--- config.mk ---
export PLATFORM = sky130hd
export DESIGN_NAME = gregorian_date_arithmetic
export DESIGN_NICKNAME = d
export VERILOG_FILES = /design/src/rtl/gda_pkg.sv /design/src/rtl/gregorian_date_arithmetic.sv /design/src/rtl/gda_serial.sv
export SDC_FILE = /design/constraint.sdc
export NUM_CORES = 2
export LEC_CHECK = 0
export ABC_AREA = 1
export BUFFER_PORTS_ARGS = -buffer_cell sky130_fd_sc_hd__buf_4
export CAP_MARGIN = 10
export CORE_AREA = 2 2 330 332
export DETAILED_ROUTE_END_ITERATION = 6
export DIE_AREA = 0 0 332 334
export PLACE_DENSITY = 0.83
export SETUP_SLACK_MARGIN = 0.1
export SLEW_MARGIN = 20
export SYNTH_ARGS = -nofsm -noshare
export SYNTH_HDL_FRONTEND = slang
export SYNTH_SLANG_ARGS = --single-unit
export TNS_END_PERCENT = 100
--- constraint.sdc ---
create_clock -name clk -period 19.7 [get_ports clk]
set_clock_uncertainty 0.05 [all_clocks]
set_input_delay 2.955 -clock clk [delete_from_list [all_inputs] [get_ports clk]]
set_output_delay 2.955 -clock clk [all_outputs]
set_load 0.01 [all_outputs]
--- src/rtl/gda_pkg.sv ---
// Shared constants, types and helper functions of the Gregorian date unit.
package gda_pkg;

    typedef enum logic [2:0] {
        MODE_NEXT  = 3'd0,
        MODE_PREV  = 3'd1,
        MODE_WDAY  = 3'd2,
        MODE_DIFF  = 3'd3,
        MODE_ANNIV = 3'd4
    } mode_t;

    typedef enum logic [1:0] {
        REG_DAY   = 2'd0,
        REG_MONTH = 2'd1,
        REG_YEAR  = 2'd2
    } reg_idx_t;

    // floor(x/25) = (x*K25) >> S25, high by at most one for x < 2^15
    localparam int unsigned S25 = 20;
    localparam logic [15:0] K25 = 16'd41944;
    // floor(x/7) = (x*K7) >> S7, high by at most one for x < 2^23
    localparam int unsigned S7 = 26;
    localparam logic [23:0] K7 = 24'd9586981;

    localparam logic signed [23:0] COUNT_MAX = 24'sd4194303;

    function automatic logic [8:0] days_before(input logic [3:0] m);
        logic [8:0] r;
        unique case (m)
            4'd1:    r = 9'd0;
            4'd2:    r = 9'd31;
            4'd3:    r = 9'd59;
            4'd4:    r = 9'd90;
            4'd5:    r = 9'd120;
            4'd6:    r = 9'd151;
            4'd7:    r = 9'd181;
            4'd8:    r = 9'd212;
            4'd9:    r = 9'd243;
            4'd10:   r = 9'd273;
            4'd11:   r = 9'd304;
            4'd12:   r = 9'd334;
            default: r = 9'd0;
        endcase
        return r;
    endfunction

    function automatic logic [4:0] month_len(input logic [3:0] m, input logic leap);
        logic [4:0] r;
        unique case (m)
            4'd2:                        r = leap ? 5'd29 : 5'd28;
            4'd4, 4'd6, 4'd9, 4'd11:     r = 5'd30;
            default:                     r = 5'd31;
        endcase
        return r;
    endfunction

    // leap test with y mod 25 by reciprocal multiply
    function automatic logic leap_of(input logic [14:0] y);
        logic [30:0] p;
        logic [10:0] q;
        logic [14:0] qm;
        logic [14:0] r25;
        p   = y * K25;
        q   = p[30:S25];
        qm  = 15'(q * 11'd25);
        if (qm > y) begin
            q  = q - 11'd1;
            qm = 15'(q * 11'd25);
        end
        r25 = y - qm;
        return (y[1:0] == 2'd0) && ((r25 != 15'd0) || (y[3:0] == 4'd0));
    endfunction

endpackage

--- src/rtl/gregorian_date_arithmetic.sv ---
// Top level of the proleptic Gregorian date unit: config registers and result pipeline.
//
//  channel | direction | handshake          | payload
//  --------+-----------+--------------------+----------------------------------------------
//  request | in        | in_valid/in_stall  | mode, in_day, in_month, in_year
//  result  | out       | out_valid/out_stall| out_day, out_month, out_year, day_count,
//          |           |                    | weekday, range_error
//  config  | in        | APB psel/penable   | current_day, current_month, current_year
//
//  One transfer per cycle while no held result is stalled by out_stall.
//  The depth is set by the serial-number pipeline (3 stages) and the mod-7 multiply.
//  All stages move together; out_stall with a held result freezes every stage.
//  rst_n clears valid bits and the config registers to 2000-01-01.
module gregorian_date_arithmetic #(
    parameter int unsigned MAX_YEAR = 9999
) (
    input  logic               clk,
    input  logic               rst_n,
    input  logic               psel,
    input  logic               penable,
    input  logic               pwrite,
    input  logic [3:0]         paddr,
    input  logic [31:0]        pwdata,
    output logic [31:0]        prdata,
    output logic               pready,
    input  logic               in_valid,
    output logic               in_stall,
    input  logic [2:0]         mode,
    input  logic [4:0]         in_day,
    input  logic [3:0]         in_month,
    input  logic [13:0]        in_year,
    output logic               out_valid,
    input  logic               out_stall,
    output logic [4:0]         out_day,
    output logic [3:0]         out_month,
    output logic [13:0]        out_year,
    output logic signed [22:0] day_count,
    output logic [2:0]         weekday,
    output logic               range_error
);

    localparam logic [16:0] MaxYear = 17'(MAX_YEAR);

    typedef struct packed {
        logic [2:0] mode;
        logic       pre_err;
        logic       mm_gt2;
        logic       leap_next;
        logic       next_ok;
    } side_t;

    logic [4:0]  cur_day_reg;
    logic [3:0]  cur_month_reg;
    logic [13:0] cur_year_reg;

    logic        adv;
    logic        cfg_wr;

    logic        v0_reg, v1_reg, v2_reg, v3_reg, v4_reg, out_valid_reg;
    logic [2:0]  mode0_reg;
    logic [4:0]  day0_reg;
    logic [3:0]  month0_reg;
    logic [13:0] year0_reg;

    side_t       side1_next, side1_reg, side2_reg, side3_reg, side4_reg;
    logic        cur_ok, req_ok, mm_ok;
    logic [14:0] cy_plus1;
    logic [13:0] req_year;

    logic [22:0] n_cur, n_req;
    logic        leap_cur, leap_req;

    logic signed [23:0] diff, diff_adj;
    logic               m4_err;
    logic signed [6:0]  t;
    logic [4:0]         len_c, len_p;
    logic [3:0]         pm, nm;
    logic [4:0]         dd_next;
    logic [3:0]         dm_next;
    logic [14:0]        dy_next;
    logic               derr_next;
    logic [22:0]        v7;
    logic [46:0]        p7;

    logic signed [23:0] diff4_reg;
    logic               m4err4_reg;
    logic [4:0]         dd4_reg;
    logic [3:0]         dm4_reg;
    logic [14:0]        dy4_reg;
    logic               derr4_reg;
    logic [22:0]        v74_reg;
    logic [46:0]        p74_reg;

    logic [20:0]        q7;
    logic [22:0]        r7;
    logic signed [23:0] sat;
    logic               sat_err;

    logic [4:0]         od_next;
    logic [3:0]         om_next;
    logic [13:0]        oy_next;
    logic [22:0]        cnt_next;
    logic [2:0]         wd_next;
    logic               err_next;

    logic [4:0]         od_reg;
    logic [3:0]         om_reg;
    logic [13:0]        oy_reg;
    logic [22:0]        cnt_reg;
    logic [2:0]         wd_reg;
    logic               err_reg;

    // config port
    assign pready = 1'b1;
    assign cfg_wr = psel && penable && pwrite;

    always_ff @(posedge clk or negedge rst_n)
    begin
        if (!rst_n)
        begin
            cur_day_reg   <= 5'd1;
            cur_month_reg <= 4'd1;
            cur_year_reg  <= 14'd2000;
        end
        else if (cfg_wr)
        begin
            unique case (paddr[3:2])
                gda_pkg::REG_DAY:   cur_day_reg   <= pwdata[4:0];
                gda_pkg::REG_MONTH: cur_month_reg <= pwdata[3:0];
                gda_pkg::REG_YEAR:  cur_year_reg  <= pwdata[13:0];
                default:            ;
            endcase
        end
    end

    always_comb
    begin
        unique case (paddr[3:2])
            gda_pkg::REG_DAY:   prdata = 32'(cur_day_reg);
            gda_pkg::REG_MONTH: prdata = 32'(cur_month_reg);
            gda_pkg::REG_YEAR:  prdata = 32'(cur_year_reg);
            default:            prdata = 32'd0;
        endcase
    end

    // pipeline control
    assign adv      = !out_valid_reg || !out_stall;
    assign in_stall = !adv;

    always_ff @(posedge clk or negedge rst_n)
    begin
        if (!rst_n)
        begin
            v0_reg        <= 1'b0;
            v1_reg        <= 1'b0;
            v2_reg        <= 1'b0;
            v3_reg        <= 1'b0;
            v4_reg        <= 1'b0;
            out_valid_reg <= 1'b0;
        end
        else if (adv)
        begin
            v0_reg        <= in_valid;
            v1_reg        <= v0_reg;
            v2_reg        <= v1_reg;
            v3_reg        <= v2_reg;
            v4_reg        <= v3_reg;
            out_valid_reg <= v4_reg;
        end
    end

    // stage 0: request capture
    always_ff @(posedge clk)
    begin
        if (adv)
        begin
            mode0_reg  <= mode;
            day0_reg   <= in_day;
            month0_reg <= in_month;
            year0_reg  <= in_year;
        end
    end

    // stage 1: validity checks alongside the serial pipeline
    always_comb
    begin
        cy_plus1 = {1'b0, cur_year_reg} + 15'd1;
        cur_ok = (cur_month_reg >= 4'd1) && (cur_month_reg <= 4'd12) &&
                 (cur_year_reg != 14'd0) && (17'(cur_year_reg) <= MaxYear);
        mm_ok  = (month0_reg >= 4'd1) && (month0_reg <= 4'd12);
        req_ok = mm_ok && (year0_reg != 14'd0) && (17'(year0_reg) <= MaxYear);
        side1_next.mode      = mode0_reg;
        side1_next.mm_gt2    = month0_reg > 4'd2;
        side1_next.leap_next = gda_pkg::leap_of(cy_plus1);
        side1_next.next_ok   = 17'(cy_plus1) <= MaxYear;
        unique case (mode0_reg)
            gda_pkg::MODE_NEXT,
            gda_pkg::MODE_PREV:  side1_next.pre_err = !cur_ok;
            gda_pkg::MODE_WDAY:  side1_next.pre_err = !req_ok;
            gda_pkg::MODE_DIFF:  side1_next.pre_err = !cur_ok || !req_ok;
            gda_pkg::MODE_ANNIV: side1_next.pre_err = !cur_ok || !mm_ok;
            default:             side1_next.pre_err = 1'b1;
        endcase
    end

    assign req_year = (mode0_reg == gda_pkg::MODE_ANNIV) ? cur_year_reg : year0_reg;

    gda_serial serial_cur (
        .clk  (clk),
        .en   (adv),
        .d    (cur_day_reg),
        .m    (cur_month_reg),
        .y    (cur_year_reg),
        .n    (n_cur),
        .leap (leap_cur)
    );

    gda_serial serial_req (
        .clk  (clk),
        .en   (adv),
        .d    (day0_reg),
        .m    (month0_reg),
        .y    (req_year),
        .n    (n_req),
        .leap (leap_req)
    );

    always_ff @(posedge clk)
    begin
        if (adv)
        begin
            side1_reg <= side1_next;
            side2_reg <= side1_reg;
            side3_reg <= side2_reg;
            side4_reg <= side3_reg;
        end
    end

    // stage 4: difference, anniversary roll, next/previous day, mod-7 multiply
    always_comb
    begin
        diff     = $signed({1'b0, n_req}) - $signed({1'b0, n_cur});
        m4_err   = 1'b0;
        diff_adj = diff;
        // anniversary already passed this year: roll to the next one
        if ((side3_reg.mode == gda_pkg::MODE_ANNIV) && (diff < 24'sd0))
        begin
            if (!side3_reg.next_ok)
            begin
                m4_err = 1'b1;
            end
            else
            begin
                diff_adj = diff + 24'sd365 +
                    $signed({23'd0, side3_reg.mm_gt2 ? side3_reg.leap_next : leap_req});
            end
        end

        t     = $signed({2'b00, cur_day_reg}) +
                ((side3_reg.mode == gda_pkg::MODE_NEXT) ? 7'sd1 : -7'sd1);
        pm    = (cur_month_reg == 4'd1) ? 4'd12 : cur_month_reg - 4'd1;
        nm    = (cur_month_reg == 4'd12) ? 4'd1 : cur_month_reg + 4'd1;
        len_c = gda_pkg::month_len(cur_month_reg, leap_cur);
        len_p = gda_pkg::month_len(pm, leap_cur);
        priority if (t < 7'sd1)
        begin
            dd_next = 5'($signed({2'b00, len_p}) + t);
            dm_next = pm;
            dy_next = (cur_month_reg == 4'd1) ? {1'b0, cur_year_reg} - 15'd1
                                              : {1'b0, cur_year_reg};
        end
        else if (t > $signed({2'b00, len_c}))
        begin
            dd_next = 5'(t - $signed({2'b00, len_c}));
            dm_next = nm;
            dy_next = (cur_month_reg == 4'd12) ? cy_plus1 : {1'b0, cur_year_reg};
        end
        else
        begin
            dd_next = 5'(t);
            dm_next = cur_month_reg;
            dy_next = {1'b0, cur_year_reg};
        end
        derr_next = (dy_next == 15'd0) || (17'(dy_next) > MaxYear);

        v7 = n_req + 23'd6;
        p7 = v7 * gda_pkg::K7;
    end

    always_ff @(posedge clk)
    begin
        if (adv)
        begin
            diff4_reg  <= diff_adj;
            m4err4_reg <= m4_err;
            dd4_reg    <= dd_next;
            dm4_reg    <= dm_next;
            dy4_reg    <= dy_next;
            derr4_reg  <= derr_next;
            v74_reg    <= v7;
            p74_reg    <= p7;
        end
    end

    // stage 5: weekday, saturation, field select
    always_comb
    begin
        q7 = p74_reg[46:gda_pkg::S7];
        if (23'(q7 * 23'd7) > v74_reg)
        begin
            q7 = q7 - 21'd1;
        end
        r7 = v74_reg - 23'(q7 * 23'd7);

        sat     = diff4_reg;
        sat_err = 1'b0;
        if (diff4_reg > gda_pkg::COUNT_MAX)
        begin
            sat     = gda_pkg::COUNT_MAX;
            sat_err = 1'b1;
        end
        else if (diff4_reg < -gda_pkg::COUNT_MAX)
        begin
            sat     = -gda_pkg::COUNT_MAX;
            sat_err = 1'b1;
        end

        od_next  = 5'd0;
        om_next  = 4'd0;
        oy_next  = 14'd0;
        cnt_next = 23'd0;
        wd_next  = 3'd0;
        err_next = side4_reg.pre_err;
        unique case (side4_reg.mode)
            gda_pkg::MODE_NEXT,
            gda_pkg::MODE_PREV:
            begin
                if (!side4_reg.pre_err)
                begin
                    if (derr4_reg)
                    begin
                        err_next = 1'b1;
                    end
                    else
                    begin
                        od_next = dd4_reg;
                        om_next = dm4_reg;
                        oy_next = dy4_reg[13:0];
                    end
                end
            end
            gda_pkg::MODE_WDAY:
            begin
                if (!side4_reg.pre_err)
                begin
                    wd_next = r7[2:0];
                end
            end
            gda_pkg::MODE_DIFF:
            begin
                if (!side4_reg.pre_err)
                begin
                    cnt_next = sat[22:0];
                    err_next = sat_err;
                end
            end
            gda_pkg::MODE_ANNIV:
            begin
                if (!side4_reg.pre_err)
                begin
                    if (m4err4_reg)
                    begin
                        err_next = 1'b1;
                    end
                    else
                    begin
                        cnt_next = sat[22:0];
                        err_next = sat_err;
                    end
                end
            end
            default: ;
        endcase
    end

    always_ff @(posedge clk)
    begin
        if (adv)
        begin
            od_reg  <= od_next;
            om_reg  <= om_next;
            oy_reg  <= oy_next;
            cnt_reg <= cnt_next;
            wd_reg  <= wd_next;
            err_reg <= err_next;
        end
    end

    assign out_valid   = out_valid_reg;
    assign out_day     = od_reg;
    assign out_month   = om_reg;
    assign out_year    = oy_reg;
    assign day_count   = $signed(cnt_reg);
    assign weekday     = wd_reg;
    assign range_error = err_reg;

    // a produced date never comes with an error or other fields
    assert property (@(posedge clk) disable iff (!rst_n)
        out_valid && (out_day != 5'd0) |-> !range_error && (day_count == 23'sd0) &&
                                           (weekday == 3'd0))
        else $error("date result mixed with other fields");

    assert property (@(posedge clk) disable iff (!rst_n)
        out_valid |-> weekday <= 3'd6)
        else $error("weekday out of range");

    assert property (@(posedge clk) disable iff (!rst_n)
        out_valid && (weekday != 3'd0) |-> !range_error && (out_month == 4'd0))
        else $error("weekday with error or date");

    assert property (@(posedge clk) disable iff (!rst_n)
        !adv |=> $stable(v4_reg) && $stable(v0_reg))
        else $error("pipeline moved during stall");

endmodule

--- src/rtl/gda_serial.sv ---
// Three-stage pipelined conversion of a date to its serial day number.
module gda_serial (
    input  logic        clk,
    input  logic        en,
    input  logic [4:0]  d,
    input  logic [3:0]  m,
    input  logic [13:0] y,
    output logic [22:0] n,
    output logic        leap
);

    logic [13:0] ym1;
    logic [11:0] y4;
    logic [27:0] p100;
    logic [29:0] py;

    logic [13:0] ym1_a_reg, y_a_reg;
    logic [11:0] y4_a_reg;
    logic [27:0] p100_a_reg;
    logic [29:0] py_a_reg;
    logic [4:0]  d_a_reg, d_b_reg;
    logic [3:0]  m_a_reg, m_b_reg;

    logic [7:0]  q100e, q100;
    logic [9:0]  qye, qy;
    logic [13:0] r25;
    logic        leap_b_next;

    logic [13:0] ym1_b_reg;
    logic [11:0] y4_b_reg;
    logic [7:0]  q100_b_reg;
    logic        leap_b_reg;

    logic [22:0] n_next;
    logic [22:0] n_reg;
    logic        leap_reg;

    assign ym1  = y - 14'd1;
    assign y4   = ym1[13:2];
    assign p100 = y4 * gda_pkg::K25;
    assign py   = y * gda_pkg::K25;

    always_ff @(posedge clk)
    begin
        if (en)
        begin
            ym1_a_reg  <= ym1;
            y_a_reg    <= y;
            y4_a_reg   <= y4;
            p100_a_reg <= p100;
            py_a_reg   <= py;
            d_a_reg    <= d;
            m_a_reg    <= m;
        end
    end

    always_comb
    begin
        q100e = p100_a_reg[27:gda_pkg::S25];
        q100  = (12'(q100e * 12'd25) > y4_a_reg) ? q100e - 8'd1 : q100e;
        qye   = py_a_reg[29:gda_pkg::S25];
        qy    = (14'(qye * 14'd25) > y_a_reg) ? qye - 10'd1 : qye;
        r25   = y_a_reg - 14'(qy * 14'd25);
        leap_b_next = (y_a_reg[1:0] == 2'd0) &&
                      ((r25 != 14'd0) || (y_a_reg[3:0] == 4'd0));
    end

    always_ff @(posedge clk)
    begin
        if (en)
        begin
            ym1_b_reg  <= ym1_a_reg;
            y4_b_reg   <= y4_a_reg;
            q100_b_reg <= q100;
            leap_b_reg <= leap_b_next;
            d_b_reg    <= d_a_reg;
            m_b_reg    <= m_a_reg;
        end
    end

    always_comb
    begin
        n_next = 23'(ym1_b_reg * 23'd365)
               + 23'(y4_b_reg)
               + 23'(q100_b_reg[7:2])
               - 23'(q100_b_reg)
               + 23'(gda_pkg::days_before(m_b_reg))
               + 23'((m_b_reg > 4'd2) && leap_b_reg)
               + 23'(d_b_reg);
    end

    always_ff @(posedge clk)
    begin
        if (en)
        begin
            n_reg    <= n_next;
            leap_reg <= leap_b_reg;
        end
    end

    assign n    = n_reg;
    assign leap = leap_reg;

endmodule
---- Word level (Yosys, flattened, before mapping) ----
Memories as Yosys holds them, arrays and structs flattened. A register that Yosys moved wholly into a read port is not among the register bits.
Index checks and enable logic that the tools add are counted.
operators by class
  mux-type cells .......................... 43
  reduce and logical (&&, ||, !) cells .... 52
  $lt $le $gt $ge ......................... 22
  $add $sub $neg .......................... 35
  equal/unequal tests ..................... 23
  bitwise logic cells ..................... 2
  $mul .................................... 18
operators with widths
  cell                                                                   count
  23-bit 2-to-1 mux                                                      5
  15-bit 2-to-1 mux                                                      5
  10-bit by 5-bit multiplier with 14-bit output, second input constant   4
  14-bit nonzero test                                                    4
  14-bit by 13-bit multiplier with 27-bit output, second input constant  2
  12-bit by 13-bit multiplier with 25-bit output, second input constant  2
  24-bit 2-to-1 mux                                                      2
  23-bit by 24-bit multiplier with 47-bit output, second input constant  1
  23-bit by 1-bit adder with 23-bit output                               2
  23-bit by 12-bit adder with 23-bit output                              2
  23-bit by 5-bit adder with 23-bit output                               2
  23-bit by 6-bit adder with 23-bit output                               2
  23-bit by 9-bit adder with 23-bit output                               2
  14-bit by 9-bit multiplier with 23-bit output, second input constant   2
  23-bit one-hot mux with 2 select lines                                 1
  23-bit by 8-bit subtractor with 23-bit output                          2
  14-bit one-hot mux with 3 select lines                                 1
  11-bit by 5-bit multiplier with 15-bit output, second input constant   2
  14-bit > comparator                                                    2
  14-bit <= comparator, second input constant                            2
  15-bit by 13-bit multiplier with 28-bit output, second input constant  1
  14-bit by 1-bit subtractor with 14-bit output, second input constant   2
  14-bit subtractor                                                      2
  24-bit by 10-bit adder with 24-bit output, second input constant       1
  65 further kinds                                                       142
word-level totals
  word-level logic and storage cells ...... 271
  register bits after elaboration ......... 587
  output and inout bits ................... 85
  memories ................................ 2
  bits in read-only memories .............. 288
  bits of input ports ..................... 69
memory list
  name              depth  width  rd ports  clocked after memory_dff  wr ports  line           source
  (name not given)  16     9      1         1                         0         gda_pkg.sv:29  unique case (m)
  (name not given)  16     9      1         1                         0         gda_pkg.sv:29

---- Depth between registers and ports, before layout ----
  depth in word-level cells ............... 9
  gate-level depth with buffers ........... 78
  depth with buffers taken out ............ 77

---- Hierarchy ----
From an unflattened synthesis, not the netlist that was laid out.
unflattened totals
  cells, all modules ...................... 6952
  area, all modules ....................... 65131.2 um^2
by module, submodules not included
  module                     area an instance (um^2)  times used  sequential area each (um^2)  cells an instance
  gregorian_date_arithmetic  27332.5                  1           6561.3                       3144
  gda_serial (serial_req)    18958.2                  1           3513.4                       1916
  gda_serial (serial_cur)    18840.6                  1           3513.4                       1892

---- Least setup slack after synthesis ----
Ideal clock, no wire load.
  kind .................................... input to register
  from .................................... input port out_stall
  to ...................................... register (tool-made name)
  setup time .............................. 0.126 ns
  required time ........................... 19.524 ns
  path buffers ............................ 1
  stages .................................. 6
  arrival time ............................ 19.052 ns
  setup slack ............................. 0.472 ns
  cells stage by stage .................... nand2_1 -> clkbuf_1 -> o21ai_0 -> ha_1 -> nand3_1 -> nand3_1
RTL lines
  item             line                             source
  start, declared  gregorian_date_arithmetic.sv:33  input logic out_stall,

==> metrics.yaml <==
status:
  outcome: "completed"
timing:
  post-route-period-util_pct: 69.24
  tightest_slew_ns: 1.060
  max-slew-margin-rel_pct: 28.60
  finalCriticalPeriod_ns: 13.64
  setup_viol: 0
  report.final.slew_viol_count: 0
  fin_setup_tns_ns: 0
  hold_viol: 0
  whs_ns: 0.3576
  rsz0062_at_grt: "no"
  fmax_ghz: 0.07331
worst_setup_path:
  critPathMaxFanout: 20
  cpPeakStageDelay_ns: 0.92
  start_kind: "flop"
  critPathKind: "reg -> reg"
  cp.arrival_ns: 14.01
  crit_slowest_cell: "xor2_1"
  end_kind: "flop"
  crit_top_cell: "nand2_1"
  crit_required_ns: 20.07
clock_network:
  cts-buffers-inserted: 55
  tritoncts: "yes"
  clockBufferDepth: 3
  ctsHoldBuffers: 0
  cts_sinks: 463
  postCtsSetupRepairBufs: 0
  clk_pin_slew_ns: 0.07
  htreeDepth: 2
  clock_latency_ns: 0.67
  ctsResizeCount: 0
  clockRootBuffer: "clkbuf_16"
yosys:
  syn_avg_cell_area_um2: 9.518
  netlist_instances: 6718
  synth-main-ff-cell: "edfxtp_1"
  synth_area_um2: 63940
  synth_cell_types: 66
  yosysTopAreaCellShare_pct: 27.32
  synth.largest_area_cell: "ha_1"
  yosysSeqAreaShare_pct: 21.25
  ys_ff_latch: 463
  synth.area.top_cells: "ha_1, fa_1, edfxtp_1"
  yosysWarningCount: 0
  synth_edf_count: 416
  async_flop_share_pct: 6.263
routing:
  wl_um: 144600
  route.detailed.drc: 0
  wl_per_cell_um: 17.31
  dr.pass1.iters: 7
  routed_via_density: 5.449
  vias: 45510
  postRouteAntennaNets: 0
  drtIter0Drc: 3015
global_routing:
  antenna_found_initial: 7
  grt_max_degree: 192
  grt_pass1_vias: 48120
  track_usage_pct: 26.72
  grt-ovfl-total: 0
  grt_pass1_wl_um: 239800
floorplan:
  rows: 121
  dieArea_um2: 110900
  fp.dieH_um: 334
  coreArea_um2: 107800
  die_x_um: 332
  start_util_pct: 59.32
  io_pins: 154
layout:
  final_cell_mix: "inv_1, ha_1, nand2_1, fa_1, edfxtp_1"
  final_common_cell: "inv_1"
  largest_reg_flops: 24
  fin_util_pct: 63.62
  final_nets: 9000
  syn_to_final_growth_pct: 7.244
  fillCellCount: 8191
  layout-drive-gt1-share_pct: 4.800
place:
  io_buffers: 114
  gp_congestion: 0.9363
  dpl.hpwl_um: 119300
flow_run:
  maxCapViolations: 0
min_path:
  hold_path.class: "reg -> reg"
## Yosys cell counts (all sizes together), types with 23 or more instances
master / instances
a21o: 29
buf: 31
fa: 644
inv: 1672
o21ai: 216
o211ai: 23
o21bai: 30
or2: 23
nor3: 39
xnor2: 119
a21oi: 368
xor2: 255
edfxtp: 416
nor2: 313
nand2: 702
ha: 1396
nand3: 183
nand4: 52
## critical path: cells and delay by family (launching register included)
family          cells  cell delay [ns]
flops               1             0.87
buf+inv            12             1.59
fa+ha+maj          13             4.75
compound gates      7             1.47
xor+xnor            3             1.30
simple gates       28             3.35
## per-stage QoR
step                worst slack [ns]  instances  cell area (µm²)
floorplan                     0.4718       6735            64010
detailed placement             6.282       8248            66650
CTS                            6.277       8351            68560
global route                   4.992       8351            68570
global placement               6.449       8248            66640
finish                         6.060       8353            68580
## kinds of logic (layout without fill, tap and decap cells)
group,Yosys count,count (layout),synth area share [%]
AO/OA/AOI/OAI,763,763,6.766
XOR/XNOR,374,374,5.146
adder cells (fa/ha/maj),2040,2040,47.48
buffers and inverters,1727,1929,10.32
flip-flops,463,463,21.25
multiplexers,4,4,0.06262
other,2,21,0.01174
AND/OR/NAND/NOR,1345,1345,8.970
## path summary, 6_finish.rpt
kind	cells after the start	slack [ns]	start	endpoint
min in group asynchronous	1	2.19	rst_n	cur_year_reg[5]$_DFFE_PN0P_
min reg2reg	0	0.36	serial_req.y4_a_reg[5]$_DFFE_PN_	serial_req.y4_b_reg[5]$_DFFE_PN_
max reg2reg	63	6.06	cur_year_reg[8]$_DFFE_PN1P_	side1_reg[1]$_DFFE_PN_
max	63	6.06	cur_year_reg[8]$_DFFE_PN1P_	side1_reg[1]$_DFFE_PN_
max in group asynchronous	1	17.06	rst_n	cur_year_reg[4]$_DFFE_PN1P_
min	0	0.36	serial_req.y4_a_reg[5]$_DFFE_PN_	serial_req.y4_b_reg[5]$_DFFE_PN_
## layout make-up
cell class | instances | area, µm² | area share [%]
multi-input cells | 4545 | 43850 | 63.94
flip-flops and latches | 463 | 13590 | 19.81
inverters | 1676 | 6299 | 9.185
well taps | 1414 | 1769 | 2.580
clock buffers | 62 | 1424 | 2.076
repair buffers | 150 | 1151 | 1.679
clock inverters | 41 | 494.2 | 0.7207
diodes | 2 | 5.005 | 0.007298
## per-layer routing
metal | wire length [µm] | global-route usage [%] | vias to the layer above
met1 | 59440 | 33.53 | 21740
met5 | 61 | 0 | -
met4 | 6189 | 10.41 | 8
met2 | 69400 | 46.14 | 1500
li1 | - | - | 21860
met3 | 9512 | 4.459 | 410
Power is not shown: default switching activity piles up to over one toggle a cycle in this logic, so the estimate is an artifact.
